==> src/rtl/core/text_console_writer_macros.svh <==
// ----------------------------------------------------------------------------
// text_console_writer_macros.svh
// Assertion shorthands for the text console writer, clocked on clk_i and
// held off while rst_ni is low.
// ----------------------------------------------------------------------------
`ifndef TEXT_CONSOLE_WRITER_MACROS_SVH
`define TEXT_CONSOLE_WRITER_MACROS_SVH

// Check cons in the same cycle as ante.
`define TCW_ASSERT_SAME(label, ante, cons, msg) \
  label: assert property (@(posedge clk_i) disable iff (!rst_ni) (ante) |-> (cons)) \
    else $error(msg);

// Check cons in the cycle after ante.
`define TCW_ASSERT_NEXT(label, ante, cons, msg) \
  label: assert property (@(posedge clk_i) disable iff (!rst_ni) (ante) |=> (cons)) \
    else $error(msg);

`endif

==> src/rtl/core/tcw_pkg.sv <==
// ----------------------------------------------------------------------------
// tcw_pkg
// Shared geometry, character codes, command and status types for the text
// console writer.
// ----------------------------------------------------------------------------
package tcw_pkg;

  // Grid geometry
  localparam int COLUMNS       = 80;
  localparam int ROWS          = 25;
  localparam int TAB_STOP      = 8;
  localparam int CELL_COUNT    = COLUMNS * ROWS;
  localparam int LAST_ROW_BASE = (ROWS - 1) * COLUMNS;

  localparam int COL_W  = $clog2(COLUMNS);
  localparam int ROW_W  = (ROWS > 2) ? $clog2(ROWS) : 1;
  localparam int CELL_W = $clog2(CELL_COUNT);

  // Port field widths
  localparam int OP_W        = 2;
  localparam int CHAR_W      = 8;
  localparam int ATTR_W      = 8;
  localparam int POS_W       = 11;
  localparam int CELL_DATA_W = ATTR_W + CHAR_W;

  // Character codes
  localparam logic [CHAR_W-1:0] CH_BACKSPACE = 8'h08;
  localparam logic [CHAR_W-1:0] CH_TAB       = 8'h09;
  localparam logic [CHAR_W-1:0] CH_NEWLINE   = 8'h0A;
  localparam logic [CHAR_W-1:0] CH_RETURN    = 8'h0D;
  localparam logic [CHAR_W-1:0] CH_SPACE     = 8'h20;
  localparam logic [CHAR_W-1:0] CH_PROMPT    = 8'h3E;
  localparam logic [CHAR_W-1:0] CH_LAST      = 8'h7F;

  localparam logic [ATTR_W-1:0]      RESET_ATTR  = 8'h0F;
  localparam logic [CELL_DATA_W-1:0] RESET_BLANK = {RESET_ATTR, CH_SPACE};

  typedef enum logic [OP_W-1:0] {
    OP_PUT   = 2'd0,
    OP_CLEAR = 2'd1,
    OP_READ  = 2'd2
  } op_e;

  // Tab stop lookup: next column and a wrap flag, indexed by current column
  typedef logic [COLUMNS-1:0][COL_W:0] tab_table_t;

  function automatic tab_table_t build_tab_table();
    tab_table_t t;
    int         stop;
    t = '0;
    for (int i = 0; i < COLUMNS; i++) begin
      stop = (i / TAB_STOP + 1) * TAB_STOP;
      if (stop >= COLUMNS) begin
        t[i] = {1'b1, {COL_W{1'b0}}};
      end else begin
        t[i] = {1'b0, COL_W'(stop)};
      end
    end
    return t;
  endfunction

  localparam tab_table_t TAB_TABLE = build_tab_table();

  typedef enum logic [2:0] {
    ST_INIT,
    ST_IDLE,
    ST_EXEC,
    ST_READ,
    ST_SCROLL,
    ST_PROMPT,
    ST_FILL,
    ST_RESP
  } ctrl_state_e;

  typedef enum logic [2:0] {
    COL_HOLD,
    COL_INC,
    COL_DEC,
    COL_TAB,
    COL_ZERO,
    COL_ONE
  } col_op_e;

  typedef enum logic [2:0] {
    WR_NONE,
    WR_CHAR,
    WR_BLANK_PREV,
    WR_PROMPT,
    WR_SCROLL,
    WR_FILL,
    WR_INIT
  } wr_sel_e;

  typedef enum logic [1:0] {
    RD_NONE,
    RD_INDEX,
    RD_SCROLL_FIRST,
    RD_SCROLL_NEXT
  } rd_sel_e;

  typedef struct packed {
    logic    load;
    logic    row_adv;
    logic    row_clr;
    col_op_e col_op;
    wr_sel_e wr_sel;
    rd_sel_e rd_sel;
    logic    cnt_clr;
    logic    cnt_inc;
    logic    data_cap;
  } dp_cmd_t;

  typedef struct packed {
    logic op_put;
    logic op_clear;
    logic op_read;
    logic ch_print;
    logic ch_bs;
    logic ch_tab;
    logic ch_nl;
    logic ch_ret;
    logic read_ok;
    logic col_zero;
    logic col_last;
    logic tab_wrap;
    logic last_row;
    logic cnt_last;
  } dp_stat_t;

endpackage

==> src/rtl/core/tcw_ctrl.sv <==
// ----------------------------------------------------------------------------
// tcw_ctrl
// Sequencer for the text console writer: walks the clearing pass, decodes
// each transaction and steps scroll, fill and prompt sequences.
// ----------------------------------------------------------------------------
module tcw_ctrl import tcw_pkg::*; (
  input  logic     clk_i,
  input  logic     rst_ni,
  input  logic     start,
  output logic     busy,
  output logic     done_o,
  input  dp_stat_t stat_i,
  output dp_cmd_t  cmd_o
);

  ctrl_state_e state_q, state_d;
  logic        prompt_q, prompt_d;

  always_ff @(posedge clk_i or negedge rst_ni) begin
    if (!rst_ni) begin
      state_q  <= ST_INIT;
      prompt_q <= 1'b0;
    end else begin
      state_q  <= state_d;
      prompt_q <= prompt_d;
    end
  end

  always_comb begin
    state_d  = state_q;
    prompt_d = prompt_q;
    cmd_o    = '{load: 1'b0, row_adv: 1'b0, row_clr: 1'b0, col_op: COL_HOLD,
                 wr_sel: WR_NONE, rd_sel: RD_NONE, cnt_clr: 1'b0, cnt_inc: 1'b0,
                 data_cap: 1'b0};
    busy     = (state_q != ST_IDLE);
    done_o   = (state_q == ST_RESP);

    unique case (state_q)
      ST_INIT: begin
        cmd_o.wr_sel  = WR_INIT;
        cmd_o.cnt_inc = 1'b1;
        if (stat_i.cnt_last) begin
          state_d = ST_IDLE;
        end
      end
      ST_IDLE: begin
        if (start) begin
          cmd_o.load = 1'b1;
          state_d    = ST_EXEC;
        end
      end
      ST_EXEC: begin
        state_d  = ST_RESP;
        prompt_d = 1'b0;
        if (stat_i.op_put) begin
          if (stat_i.ch_print) begin
            cmd_o.wr_sel = WR_CHAR;
            cmd_o.col_op = COL_INC;
            if (stat_i.col_last && stat_i.last_row) begin
              cmd_o.rd_sel  = RD_SCROLL_FIRST;
              cmd_o.cnt_clr = 1'b1;
              state_d       = ST_SCROLL;
            end
          end else if (stat_i.ch_bs) begin
            if (!stat_i.col_zero) begin
              cmd_o.wr_sel = WR_BLANK_PREV;
              cmd_o.col_op = COL_DEC;
            end
          end else if (stat_i.ch_tab) begin
            if (!stat_i.col_zero) begin
              cmd_o.col_op = COL_TAB;
              if (stat_i.tab_wrap && stat_i.last_row) begin
                cmd_o.rd_sel  = RD_SCROLL_FIRST;
                cmd_o.cnt_clr = 1'b1;
                state_d       = ST_SCROLL;
              end
            end
          end else if (stat_i.ch_nl || stat_i.ch_ret) begin
            cmd_o.col_op  = COL_ZERO;
            cmd_o.row_adv = 1'b1;
            if (stat_i.last_row) begin
              cmd_o.rd_sel  = RD_SCROLL_FIRST;
              cmd_o.cnt_clr = 1'b1;
              prompt_d      = stat_i.ch_ret;
              state_d       = ST_SCROLL;
            end else if (stat_i.ch_ret) begin
              state_d = ST_PROMPT;
            end
          end
        end else if (stat_i.op_clear) begin
          cmd_o.col_op  = COL_ZERO;
          cmd_o.row_clr = 1'b1;
          cmd_o.cnt_clr = 1'b1;
          state_d       = ST_FILL;
        end else if (stat_i.op_read) begin
          if (stat_i.read_ok) begin
            cmd_o.rd_sel = RD_INDEX;
            state_d      = ST_READ;
          end
        end
      end
      ST_READ: begin
        cmd_o.data_cap = 1'b1;
        state_d        = ST_RESP;
      end
      ST_SCROLL: begin
        cmd_o.wr_sel  = WR_SCROLL;
        cmd_o.rd_sel  = RD_SCROLL_NEXT;
        cmd_o.cnt_inc = 1'b1;
        if (stat_i.cnt_last) begin
          state_d = prompt_q ? ST_PROMPT : ST_RESP;
        end
      end
      ST_PROMPT: begin
        cmd_o.wr_sel = WR_PROMPT;
        cmd_o.col_op = COL_ONE;
        state_d      = ST_RESP;
      end
      ST_FILL: begin
        cmd_o.wr_sel  = WR_FILL;
        cmd_o.cnt_inc = 1'b1;
        if (stat_i.cnt_last) begin
          state_d = ST_RESP;
        end
      end
      ST_RESP: begin
        state_d = ST_IDLE;
      end
      default: begin
        state_d = ST_IDLE;
      end
    endcase
  end

endmodule

==> config.mk <==
export PLATFORM = sky130hd
export DESIGN_NAME = tcw_ctrl
export DESIGN_NICKNAME = d
export VERILOG_FILES = /design/src/rtl/core/text_console_writer_macros.svh /design/src/rtl/core/tcw_pkg.sv /design/src/rtl/core/tcw_ctrl.sv
export SDC_FILE = /design/constraint.sdc
export NUM_CORES = 1
export LEC_CHECK = 0
export ABC_CLOCK_PERIOD_IN_PS = 2700
export BUFFER_PORTS_ARGS = -buffer_cell sky130_fd_sc_hd__buf_2
export CORE_AREA = 2 2 39 41
export CTS_CLUSTER_SIZE = 20
export DETAILED_ROUTE_END_ITERATION = 10
export DIE_AREA = 0 0 41 43
export GPL_TIMING_DRIVEN = 0
export MAX_ROUTING_LAYER = met4
export PLACE_DENSITY = 0.75
export SLEW_MARGIN = 20
export SYNTH_ARGS = -nofsm -noshare
export SYNTH_HDL_FRONTEND = slang
export SYNTH_SLANG_ARGS = --single-unit
==> constraint.sdc <==
create_clock -name clk_i -period 2.7 [get_ports clk_i]
set_clock_uncertainty 0.2 [all_clocks]
set_input_delay 0.81 -clock clk_i [delete_from_list [all_inputs] [get_ports clk_i]]
set_output_delay 0.81 -clock clk_i [all_outputs]
set_load 0.03 [all_outputs]
# Word-level counts from Yosys, hierarchy flattened
# Cells that the tools add are included.
[totals] ff_bits=4 inputBits=17 output_inout_bits=16 word_cells=83
[op_classes] n_eq_ne=12 mux=62 reduce_logical=7
[ops] operator="two-way mux 3 bit" count=25
[ops] operator="two-way mux 1 bit" count=21
[ops] operator="one-hot mux 3 bit (7 select lines)" count=1
[ops] operator="two-way mux 2 bit" count=9
[ops] operator="one-hot mux 3 bit (5 select lines)" count=1
[ops] operator="equality test 3 bit, second input constant" count=4
[ops] operator="two-way mux 9 bit" count=1
[ops] operator="inequality test 2 bit, second input constant" count=4
[ops] operator="equality test 3 x 2 -> 1 bit, second input constant" count=2
[ops] operator="one-hot mux 3 bit (2 select lines)" count=1
[ops] operator="two-way mux 5 bit" count=1
[ops] operator="two-way mux 4 bit" count=1
[ops] operator="one-hot mux 2 bit (2 select lines)" count=1
[ops] operator="AND reduction 4 bit" count=1
[ops] operator="equality test 3 x 1 -> 1 bit, second input constant" count=1
[ops] operator="logical NOT 3 bit" count=1
[ops] operator="inequality test 3 x 1 -> 1 bit, second input constant" count=1
[ops] operator="OR reduction 3 bit" count=1
[ops] operator="logical AND 1 bit" count=2
[ops] operator="OR reduction 2 bit" count=1
[ops] operator="logical OR 1 bit" count=1

# Logic depth before layout (Yosys ltp)
# Gate-level depths: netlist (run 1).
[logic_depth] word_depth=8 depth_mapped=5 mapped_depth_nobuf=4

# Worst setup path before layout (run 1)
# Ideal clock, no wire load.
[synth_path] path_kind="input port to output port" start="in stat_i[4] (netlist name)" end="out cmd_o[2] (netlist name)" arrival_ps=1998 path_slack_ps=-308 cell_stages=4 n_path_buf=0 path_cell_list="nand2b_4 > a2111oi_2 > a21oi_2 > a211oi_2"
[synth_rtl] element="start, declared" line_no="tcw_ctrl.sv:12" rtl="input dp_stat_t stat_i,"
[synth_rtl] element="end, declared" line_no="tcw_ctrl.sv:13" rtl="output dp_cmd_t cmd_o"

==> results of run 1 <==
[where the power goes]
part / switching (W) / internal [W]
Clock: 0.0000199 / 0.0000494
Sequential: 0.0000251 / 0.0000813
Combinational: 0.000338 / 0.000204
Total: 0.000383 / 0.000335
[cell type report]
| cell class | count | area, µm² |
|---|---|---|
| fill | 130 | 533 |
| multi-input combinational | 50 | 429 |
| timing repair buffer | 38 | 246 |
| sequential | 4 | 100 |
| clock buffer | 3 | 22.5 |
| tap | 16 | 20.0 |
| buffer | 3 | 17.5 |
| inverter | 4 | 15.0 |
[placed cells by master, fill, tap and decap left out, drive strengths merged, types with 2 or more instances in the layout]
cell type,synthesis,routed
buf,2,39
nor2,7,7
clkbuf,1,5
inv,4,4
dfrtp,4,4
a21oi,4,4
and3,3,3
o21ai,3,3
nor3,3,3
a211oi,3,3
nand2,2,2
nand2b,2,2
nand3,2,2
o31ai,2,2
[sequential cells by signal, summed over array words and instances (netlist names)]
register	cells
state_q	3
prompt_q	1
[cells in the mapped netlist]
cell type and n:
nand2b_4 1, a2111oi_2 1, a21boi_0 1, buf_2 2, nand3_1 2, o21ai_0 3
o2bb2ai_1 1, a21oi_2 1, nor3_2 1, nand2b_2 1, a311o_1 1, o21bai_1 1
a32o_1 1, a21oi_1 3, inv_1 4, dfrtp_1 4, o31ai_1 2, nand2_1 2
a211oi_2 1, and3_1 3, a31oi_1 1, a21o_1 1, clkbuf_1 1, nand4bb_4 1
o21a_1 1, nor3_1 2, nor4_1 1, nor3b_2 1, o22ai_1 1, o32ai_1 1
nor2b_1 1, and2_1 1, nor2_1 7, and2b_2 1, a211o_1 1, nand4_1 1
a211oi_1 2
[metal layers]
| metal | wire length, µm | vias to the layer above |
|---|---|---|
| met4 | 0 | 0 |
| li1 | - | 323 |
| met2 | 775 | 27 |
| met1 | 592 | 294 |
| met3 | 121 | 0 |
| met5 | 0 | - |
[cells by family after synthesis]
logic type	Yosys count	synth area share, %
AO/OA/AOI/OAI	24	37.6
buffers and inverters	7	5.84
flip-flops	4	20.3
AND/OR/NAND/NOR	26	36.3
[how the worst max path moves through the flow]
stage / start / end / slack [ns] / cells after the start
2_1_floorplan: stat_i[4] / cmd_o[2] / -0.09 / 4
3_3_place_gp: stat_i[8] / cmd_o[2] / -0.28 / 6
3_5_place_dp: stat_i[8] / cmd_o[2] / -0.29 / 6
4_1_cts: stat_i[4] / cmd_o[2] / -0.21 / 6
5_1_grt: stat_i[4] / cmd_o[2] / -0.30 / 6
6_report: stat_i[4] / cmd_o[2] / -0.21 / 6
[worst max-delay path, delay by kind of cell]
family                 cells  cell delay (ns)
and+or+nand+nor            1             0.13
AOI/OAI and AO/OA          3             0.71
buffers and inverters      2             0.25
[through the flow]
stage / utilization [%] / cell area [µm²]
after floorplan: - / 533
after global placement: 51.5 / 713
after detailed placement: 51.5 / 713
after CTS: 56.8 / 786
after global routing: 61.5 / 851
final: 61.5 / 851
[timing repair]
| item | CTS | global route |
|---|---|---|
| buffers inserted | 2 | 4 |
| gates resized for setup | 9 | 15 |
| setup endpoints to repair | 5 | 9 |
| pin swaps | 2 | 4 |
| cloned | 0 | 0 |
==> impl_metrics.env, run 1 <==
export IMPL_avgViaCountPerCell=5.46
export IMPL_vias=644
export IMPL_wl_per_cell_um=12.6
export IMPL_fp_row_count=14
export IMPL_stdcell_count=118
export IMPL_cpMostUsedCell="buf_6"
export IMPL_met1_usage_pct=25.1
export IMPL_hpwl_um=1180
export IMPL_cts_buffers=3
export IMPL_ir_drop_mv=0.425
export IMPL_die_h_um=43
export IMPL_grt_max_degree=11
export IMPL_clock_latency_ns=0.22
export IMPL_path_cells="buf_6, nand2b_4, a2111oi_4, a21oi_2, a211oi_4, buf_6"
export IMPL_max_slew_margin_pct=79.4
export IMPL_grt_total_usage_pct=19.8
export IMPL_place_gp_congestion=0.731
export IMPL_post_route_worst_setup_slack_ns=-0.215
export IMPL_synth_avg_cell_area_um2=8.08
export IMPL_final_nets=121
export IMPL_antenna_cells=0
export IMPL_antenna_found_initial=0
export IMPL_start_util_pct=35.6
export IMPL_r2r_slack_ns=1.08
export IMPL_r2r_cells=5
export IMPL_fp_dieW_um=41
export IMPL_max_freq_ghz=0.343
export IMPL_status="complete, but fails checks"
export IMPL_critPathMaxFanout=3
export IMPL_reg2reg_to="state_q[0]"
export IMPL_synth_top_area_share_pct=20.3
export IMPL_holdBufCountCts=0
export IMPL_syn_area_um2=493
export IMPL_start_kind="input port"
export IMPL_design_core_area_um2=1380
export IMPL_cp_arrival_ns=1.90
export IMPL_io_pins=33
export IMPL_drv_cap=0
export IMPL_fin_crit_ns=2.91
export IMPL_met2_usage_pct=30.9
export IMPL_hold_viol_final=0
export IMPL_path_clk_slew_ns=0.03
export IMPL_ys_seq_area_share_pct=20.3
export IMPL_dieArea_um2=1760
export IMPL_dr_pass1_iters=4
export IMPL_cts_max_path_buffers=2
export IMPL_htree_levels=1
export IMPL_cts_tree="yes"
export IMPL_grt_pass1_vias=562
export IMPL_area_growth_pct=72.6
export IMPL_yosys_area_top_type="dfrtp_1"
export IMPL_yosysUniqueCellTypes=37
export IMPL_antenna_left=0
export IMPL_drive_gt1_share_pct=58.8
export IMPL_fin_tns_setup_ns=-0.563
export IMPL_period_share_pct=108
export IMPL_drt_iter0_markers=10
export IMPL_grt_pass1_wl_um=2370
export IMPL_yosys_warnings=0
export IMPL_violations="negative setup slack"
export IMPL_netlist_instances=61
export IMPL_setup_viol_count_final=5
export IMPL_hold_ws_ns=0.180
export IMPL_drc=0
export IMPL_ctsRootBufferMaster="clkbuf_4"
export IMPL_synth_seq_cells=4
export IMPL_end_kind="output pin"
export IMPL_place_inst=109
export IMPL_rr_startpoint="state_q[2]"
export IMPL_synth_nets=78
export IMPL_clock_sinks=4
export IMPL_slew_violations=0
export IMPL_gr_usage_met3_pct=3.66
export IMPL_crit_type="input port to output pin"
export IMPL_rsz0062_at_grt="true"
export IMPL_power_total_w=0.000718
export IMPL_hold_path_class="input port to async pin"
export IMPL_power_leakage_nw=0.415
export IMPL_drt_wl_total_um=1490
export IMPL_synth_area_top_cells="dfrtp_1 20%, nand4bb_4 5.6%, nor2_1 5.3%"
export IMPL_power_density_nw_per_um2=844
export IMPL_worst_pin_slew_ns=0.308
export IMPL_crit_required_ns=1.69
export IMPL_max_stage_delay_ns=0.33
export IMPL_overflow=0
export IMPL_critical_path_slowest_cell="a2111oi_4"
export IMPL_portBuffers=32
export IMPL_top_usage_layer="met2"
export IMPL_dp_slack_ns=-0.288
(Power assumes the default switching activity.)
==> inputs of run 2 (changes only) <==
Settings changed: BUFFER_PORTS_ARGS -buffer_cell sky130_fd_sc_hd__buf_2 to -buffer_cell sky130_fd_sc_hd__buf_4.
==> run 2 against run 1 <==
The flow still finishes with violations (negative setup slack); maximum frequency is 1.2% lower; worst hold slack worse by 0.0060 ns; flip-flop and latch count stayed put; non-clock buffer count is 3 lower; critical path depth stayed put; setup slack worse by 0.037 ns; clock power is 2% lower; utilization is 0.54 points higher; final cell count is 2.5% lower; clock-buffer cell count stayed put; largest cell class unchanged.
==> impl_metrics.env, run 2 (same netlist as run 1, synthesis figures left out) <==
export IMPL_start_util_pct=35.6
export IMPL_fp_dieW_um=41
export IMPL_top_layer_used="met3"
export IMPL_max_slew_margin_pct=76.6
export IMPL_top_regs="state_q: 3 flops, prompt_q: 1 flops"
export IMPL_worst_pin_slew_ns=0.350
export IMPL_clkPwrFrac_pct=9.3
export IMPL_largest_reg_flops=3
export IMPL_antenna_cells=0
export IMPL_area_growth_pct=74.1
export IMPL_violations="negative setup slack"
export IMPL_drt_wl_total_um=1530
export IMPL_clock_latency_ns=0.22
export IMPL_dieArea_um2=1760
export IMPL_htree_levels=1
export IMPL_overflow=0
export IMPL_hpwl_um=1240
export IMPL_drv_cap=0
export IMPL_p_seq_share_pct=14.5
export IMPL_end_kind="output pin"
export IMPL_path_cells="buf_6, nand2b_4, a2111oi_4, a21oi_2, a211oi_4, buf_6"
export IMPL_cts_tree="yes"
export IMPL_max_freq_ghz=0.339
export IMPL_place_gp_congestion=0.736
export IMPL_drt_iter0_markers=12
export IMPL_fin_crit_ns=2.95
export IMPL_grt_total_usage_pct=20.0
export IMPL_met3_length_um=109
export IMPL_rsz0062_at_grt="true"
export IMPL_wl_per_cell_um=13.3
export IMPL_final_core_util_pct=62.0
export IMPL_power_density_nw_per_um2=856
export IMPL_avgViaCountPerCell=5.37
export IMPL_fillerInstances=132
export IMPL_largest_register="state_q"
export IMPL_cts_max_path_buffers=2
export IMPL_grt_max_degree=11
export IMPL_p_int_w=0.000355
export IMPL_place_inst=109
export IMPL_most_common_layout_cells="32 x buf_4, 6 x nor2_1, 4 x inv_1, 4 x dfrtp_1"
export IMPL_drive_gt1_share_pct=56.6
export IMPL_fin_tns_setup_ns=-0.661
export IMPL_final_nets=118
export IMPL_hold_path_class="input port to async pin"
export IMPL_design_core_area_um2=1380
export IMPL_antenna_left=0
export IMPL_wl_met2_um=770
export IMPL_crit_required_ns=1.69
export IMPL_critical_path_slowest_cell="a2111oi_4"
export IMPL_start_kind="input port"
export IMPL_ctsRootBufferMaster="clkbuf_4"
export IMPL_path_clk_slew_ns=0.03
export IMPL_slew_violations=0
export IMPL_netSwitchingPower_w=0.000380
export IMPL_vias=618
export IMPL_dr_pass1_iters=4
export IMPL_layout_commonest_cell="buf_4"
export IMPL_fp_row_count=14
export IMPL_cts_buffers=3
export IMPL_period_share_pct=109
export IMPL_stdcell_count=115
export IMPL_portBuffers=32
export IMPL_post_route_worst_setup_slack_ns=-0.251
export IMPL_hold_viol_final=0
export IMPL_drc=0
export IMPL_cpMostUsedCell="buf_6"
export IMPL_crit_type="input port to output pin"
export IMPL_clock_sinks=4
export IMPL_die_h_um=43
export IMPL_grt_pass1_wl_um=2400
export IMPL_combPwrFrac_pct=76.2
export IMPL_power_leakage_nw=0.399
export IMPL_ir_drop_mv=0.460
export IMPL_status="complete, but fails checks"
export IMPL_cp_arrival_ns=1.94
export IMPL_max_stage_delay_ns=0.34
export IMPL_critPathMaxFanout=3
export IMPL_drt_met1_wl_um=651
export IMPL_switching_share_pct=51.7
export IMPL_power_total_w=0.000734
export IMPL_setup_viol_count_final=5
export IMPL_hold_ws_ns=0.174
export IMPL_io_pins=33
export IMPL_antenna_found_initial=0
export IMPL_grt_pass1_vias=558
## run 2: final cells by class
type / instances / area, µm² / share of cell area, %
inverters: 4 / 15.0 / 1.75
well taps: 16 / 20.0 / 2.33
multi-input cells: 50 / 412 / 48.0
plain buffers: 3 / 15.0 / 1.75
repair buffers: 35 / 274 / 31.9
flip-flops and latches: 4 / 100 / 11.7
clock buffers: 3 / 22.5 / 2.62
## run 2: power by group through the flow
stage	logic, W	registers (W)	clock network [W]
floorplan	0.000363	0.000100	0
global placement	0.000531	0.000105	0
detailed placement	0.000539	0.000107	0
CTS	0.000544	0.000107	0.0000712
global route	0.000604	0.000110	0.0000772
finish	0.000559	0.000107	0.0000682
## run 2: path summary, 6_finish.rpt
kind	startpoint	to	slack [ns]	depth (start not counted)
min in group clk_i	prompt_q	prompt_q	0.29	1
min	rst_ni	state_q[1]	0.17	1
min reg2reg	prompt_q	prompt_q	0.29	1
max in group asynchronous	rst_ni	state_q[2]	2.03	1
max reg2reg	state_q[2]	state_q[0]	1.12	5
max	stat_i[4]	cmd_o[2]	-0.25	6
## run 2: metal layers
metal,vias up,global-route usage [%]
li1,312,-
met1,277,26.1
met2,29,30.9
met3,0,4.71
met4,0,4.00
met5,-,-
## run 2: repair_timing
action | CTS | global route
cloned | 0 | 0
setup buffers | 1 | 3
hold buffers | 0 | 0
endpoints found under the hold margin | 0 | 0
gates resized for setup | 3 | 4
pin swaps | 2 | 6
setup endpoints to repair | 5 | 9
## run 2: critical path: cells and delay by family
family	cells	cell delay (ns)
and+or+nand+nor	1	0.14
AOI/OAI and AO/OA	3	0.74
buffers and inverters	2	0.25
## run 2: stage by stage
step                      worst slack [ns]  cell area, µm²
after floorplan                    -0.0898             533
after global placement              -0.258             793
after detailed placement            -0.293             793
after CTS                           -0.250             835
after global routing                -0.274             858
final                               -0.251             858
==> inputs of run 3 (changes only) <==
Settings changed: CTS_BUF_LIST set to sky130_fd_sc_hd__clkbuf_8, SKIP_LAST_GASP set to 1.
==> run 3 against run 2 <==
First-iteration DRC count is 67% lower; sequential share of layout area is 0.15 points lower; critical path type unchanged; the flow still finishes with violations (negative setup slack); register-to-register slack hardly changed; routed wire length is 0.39% lower; die area stayed put; via count is 1.9% lower; combinational power is 2% lower; global-route usage is 0.10 points lower; sequential power hardly changed; clock power is 74% higher; setup slack better by 0.0052 ns.
==> impl_metrics.env, run 3 (same netlist as run 1, synthesis figures left out) <==
export IMPL_status="complete, but fails checks"
export IMPL_violations="negative setup slack"
export IMPL_overflow=0
export IMPL_fin_tns_setup_ns=-0.623
export IMPL_cp_arrival_ns=1.94
export IMPL_fillerInstances=133
export IMPL_worst_pin_slew_ns=0.358
export IMPL_start_kind="input port"
export IMPL_vias=606
export IMPL_top_regs="state_q: 3 flops, prompt_q: 1 flops"
export IMPL_slew_violations=0
export IMPL_crit_type="input port to output pin"
export IMPL_rsz0062_at_grt="true"
export IMPL_fp_row_count=14
export IMPL_wl_per_cell_um=13.4
export IMPL_setup_viol_count_final=6
export IMPL_htree_levels=1
export IMPL_cts_tree="yes"
export IMPL_placed_cell_area_um2=793
export IMPL_hold_path_class="input port to async pin"
export IMPL_grt_pass1_wl_um=2430
export IMPL_io_pins=33
export IMPL_layout_commonest_cell="buf_4"
export IMPL_drive_gt1_share_pct=56.1
export IMPL_grt_pass1_vias=573
export IMPL_final_area_um2=870
export IMPL_antenna_found_initial=0
export IMPL_design_core_area_um2=1380
export IMPL_antenna_cells=0
export IMPL_drt_iter0_markers=4
export IMPL_hpwl_um=1240
export IMPL_power_total_w=0.000772
export IMPL_area_growth_pct=76.4
export IMPL_dieArea_um2=1760
export IMPL_clock_sinks=4
export IMPL_ctsRootBufferMaster="clkbuf_8"
export IMPL_fin_crit_ns=2.95
export IMPL_final_core_util_pct=62.8
export IMPL_hold_viol_final=0
export IMPL_antenna_left=0
export IMPL_max_slew_margin_pct=76.0
export IMPL_most_common_layout_cells="31 x buf_4, 6 x nor2_1, 4 x inv_1, 4 x dfrtp_1"
export IMPL_drv_cap=0
export IMPL_place_gp_congestion=0.736
export IMPL_grt_total_usage_pct=19.9
export IMPL_dr_pass1_iters=4
export IMPL_critPathMaxFanout=3
export IMPL_start_util_pct=35.6
export IMPL_die_h_um=43
export IMPL_largest_register="state_q"
export IMPL_max_freq_ghz=0.339
export IMPL_post_route_worst_setup_slack_ns=-0.246
export IMPL_drc=0
export IMPL_grt_max_degree=11
export IMPL_power_density_nw_per_um2=888
export IMPL_clock_latency_ns=0.21
export IMPL_final_nets=117
export IMPL_cts_buffers=3
export IMPL_avgViaCountPerCell=5.32
export IMPL_ir_drop_mv=0.481
export IMPL_portBuffers=32
export IMPL_largest_reg_flops=3
export IMPL_end_kind="output pin"
export IMPL_power_leakage_nw=0.402
export IMPL_crit_required_ns=1.69
export IMPL_cpMostUsedCell="buf_6"
export IMPL_drt_wl_total_um=1530
export IMPL_critical_path_slowest_cell="a2111oi_4"
export IMPL_period_share_pct=109
export IMPL_path_cells="buf_6, nand2b_4, a2111oi_4, a21oi_2, a211oi_4, buf_6"
export IMPL_fp_dieW_um=41
export IMPL_max_stage_delay_ns=0.33
export IMPL_path_clk_slew_ns=0.03
export IMPL_cts_max_path_buffers=2
[run 3: what timing repair did]
item | in CTS | in global routing
pin swaps | 2 | 6
gates resized for setup | 3 | 4
hold buffers | 0 | 0
setup endpoints to repair | 5 | 9
setup buffers | 1 | 2
[run 3: path summary, 6_finish.rpt]
| path | start | end | slack [ns] | cells after the start |
|---|---|---|---|---|
| hold reg to reg | prompt_q | prompt_q | 0.30 | 1 |
| setup reg to reg | state_q[2] | state_q[1] | 1.12 | 5 |
| min in group clk_i | prompt_q | prompt_q | 0.30 | 1 |
| hold / removal | rst_ni | state_q[1] | 0.19 | 1 |
| max in group asynchronous | rst_ni | prompt_q | 2.02 | 1 |
| setup / recovery | stat_i[4] | cmd_o[2] | -0.25 | 6 |
[run 3: through the flow]
stage                     setup WS (ns)  hold slack (ns)  instances
after floorplan                 -0.0898            0.266         61
after global placement           -0.258            0.292        109
after detailed placement         -0.293            0.285        109
after CTS                        -0.250            0.184        113
after global routing             -0.274            0.182        114
final                            -0.246            0.188        114
[run 3: area by class of cell]
cell class	instances	area, µm²	share of cell area, %
Clock buffer	3	41.3	4.75
Tap cell	16	20.0	2.30
Buffer	3	15.0	1.73
Inverter	4	15.0	1.73
Timing Repair Buffer	34	267	30.6
Sequential cell	4	100	11.5
Multi-Input combinational cell	50	412	47.3
[run 3: power by group]
group	total (W)	switching, W	internal [W]
Sequential	0.000107	0.0000254	0.0000814
Clock	0.000119	0.0000250	0.0000945
Combinational	0.000546	0.000331	0.000215
Total	0.000772	0.000381	0.000391
[run 3: worst max-delay path: cells and delay by family]
| family | cells | cell delay (ns) |
|---|---|---|
| AO/OA/AOI/OAI | 3 | 0.73 |
| buffers and inverters | 2 | 0.25 |
| AND/OR/NAND/NOR | 1 | 0.14 |
[run 3: routing by layer]
metal,GRT usage [%],routed length (µm)
met1,26.7,672
met2,30.9,759
met3,1.57,92
met4,6.00,0
met5,-,0
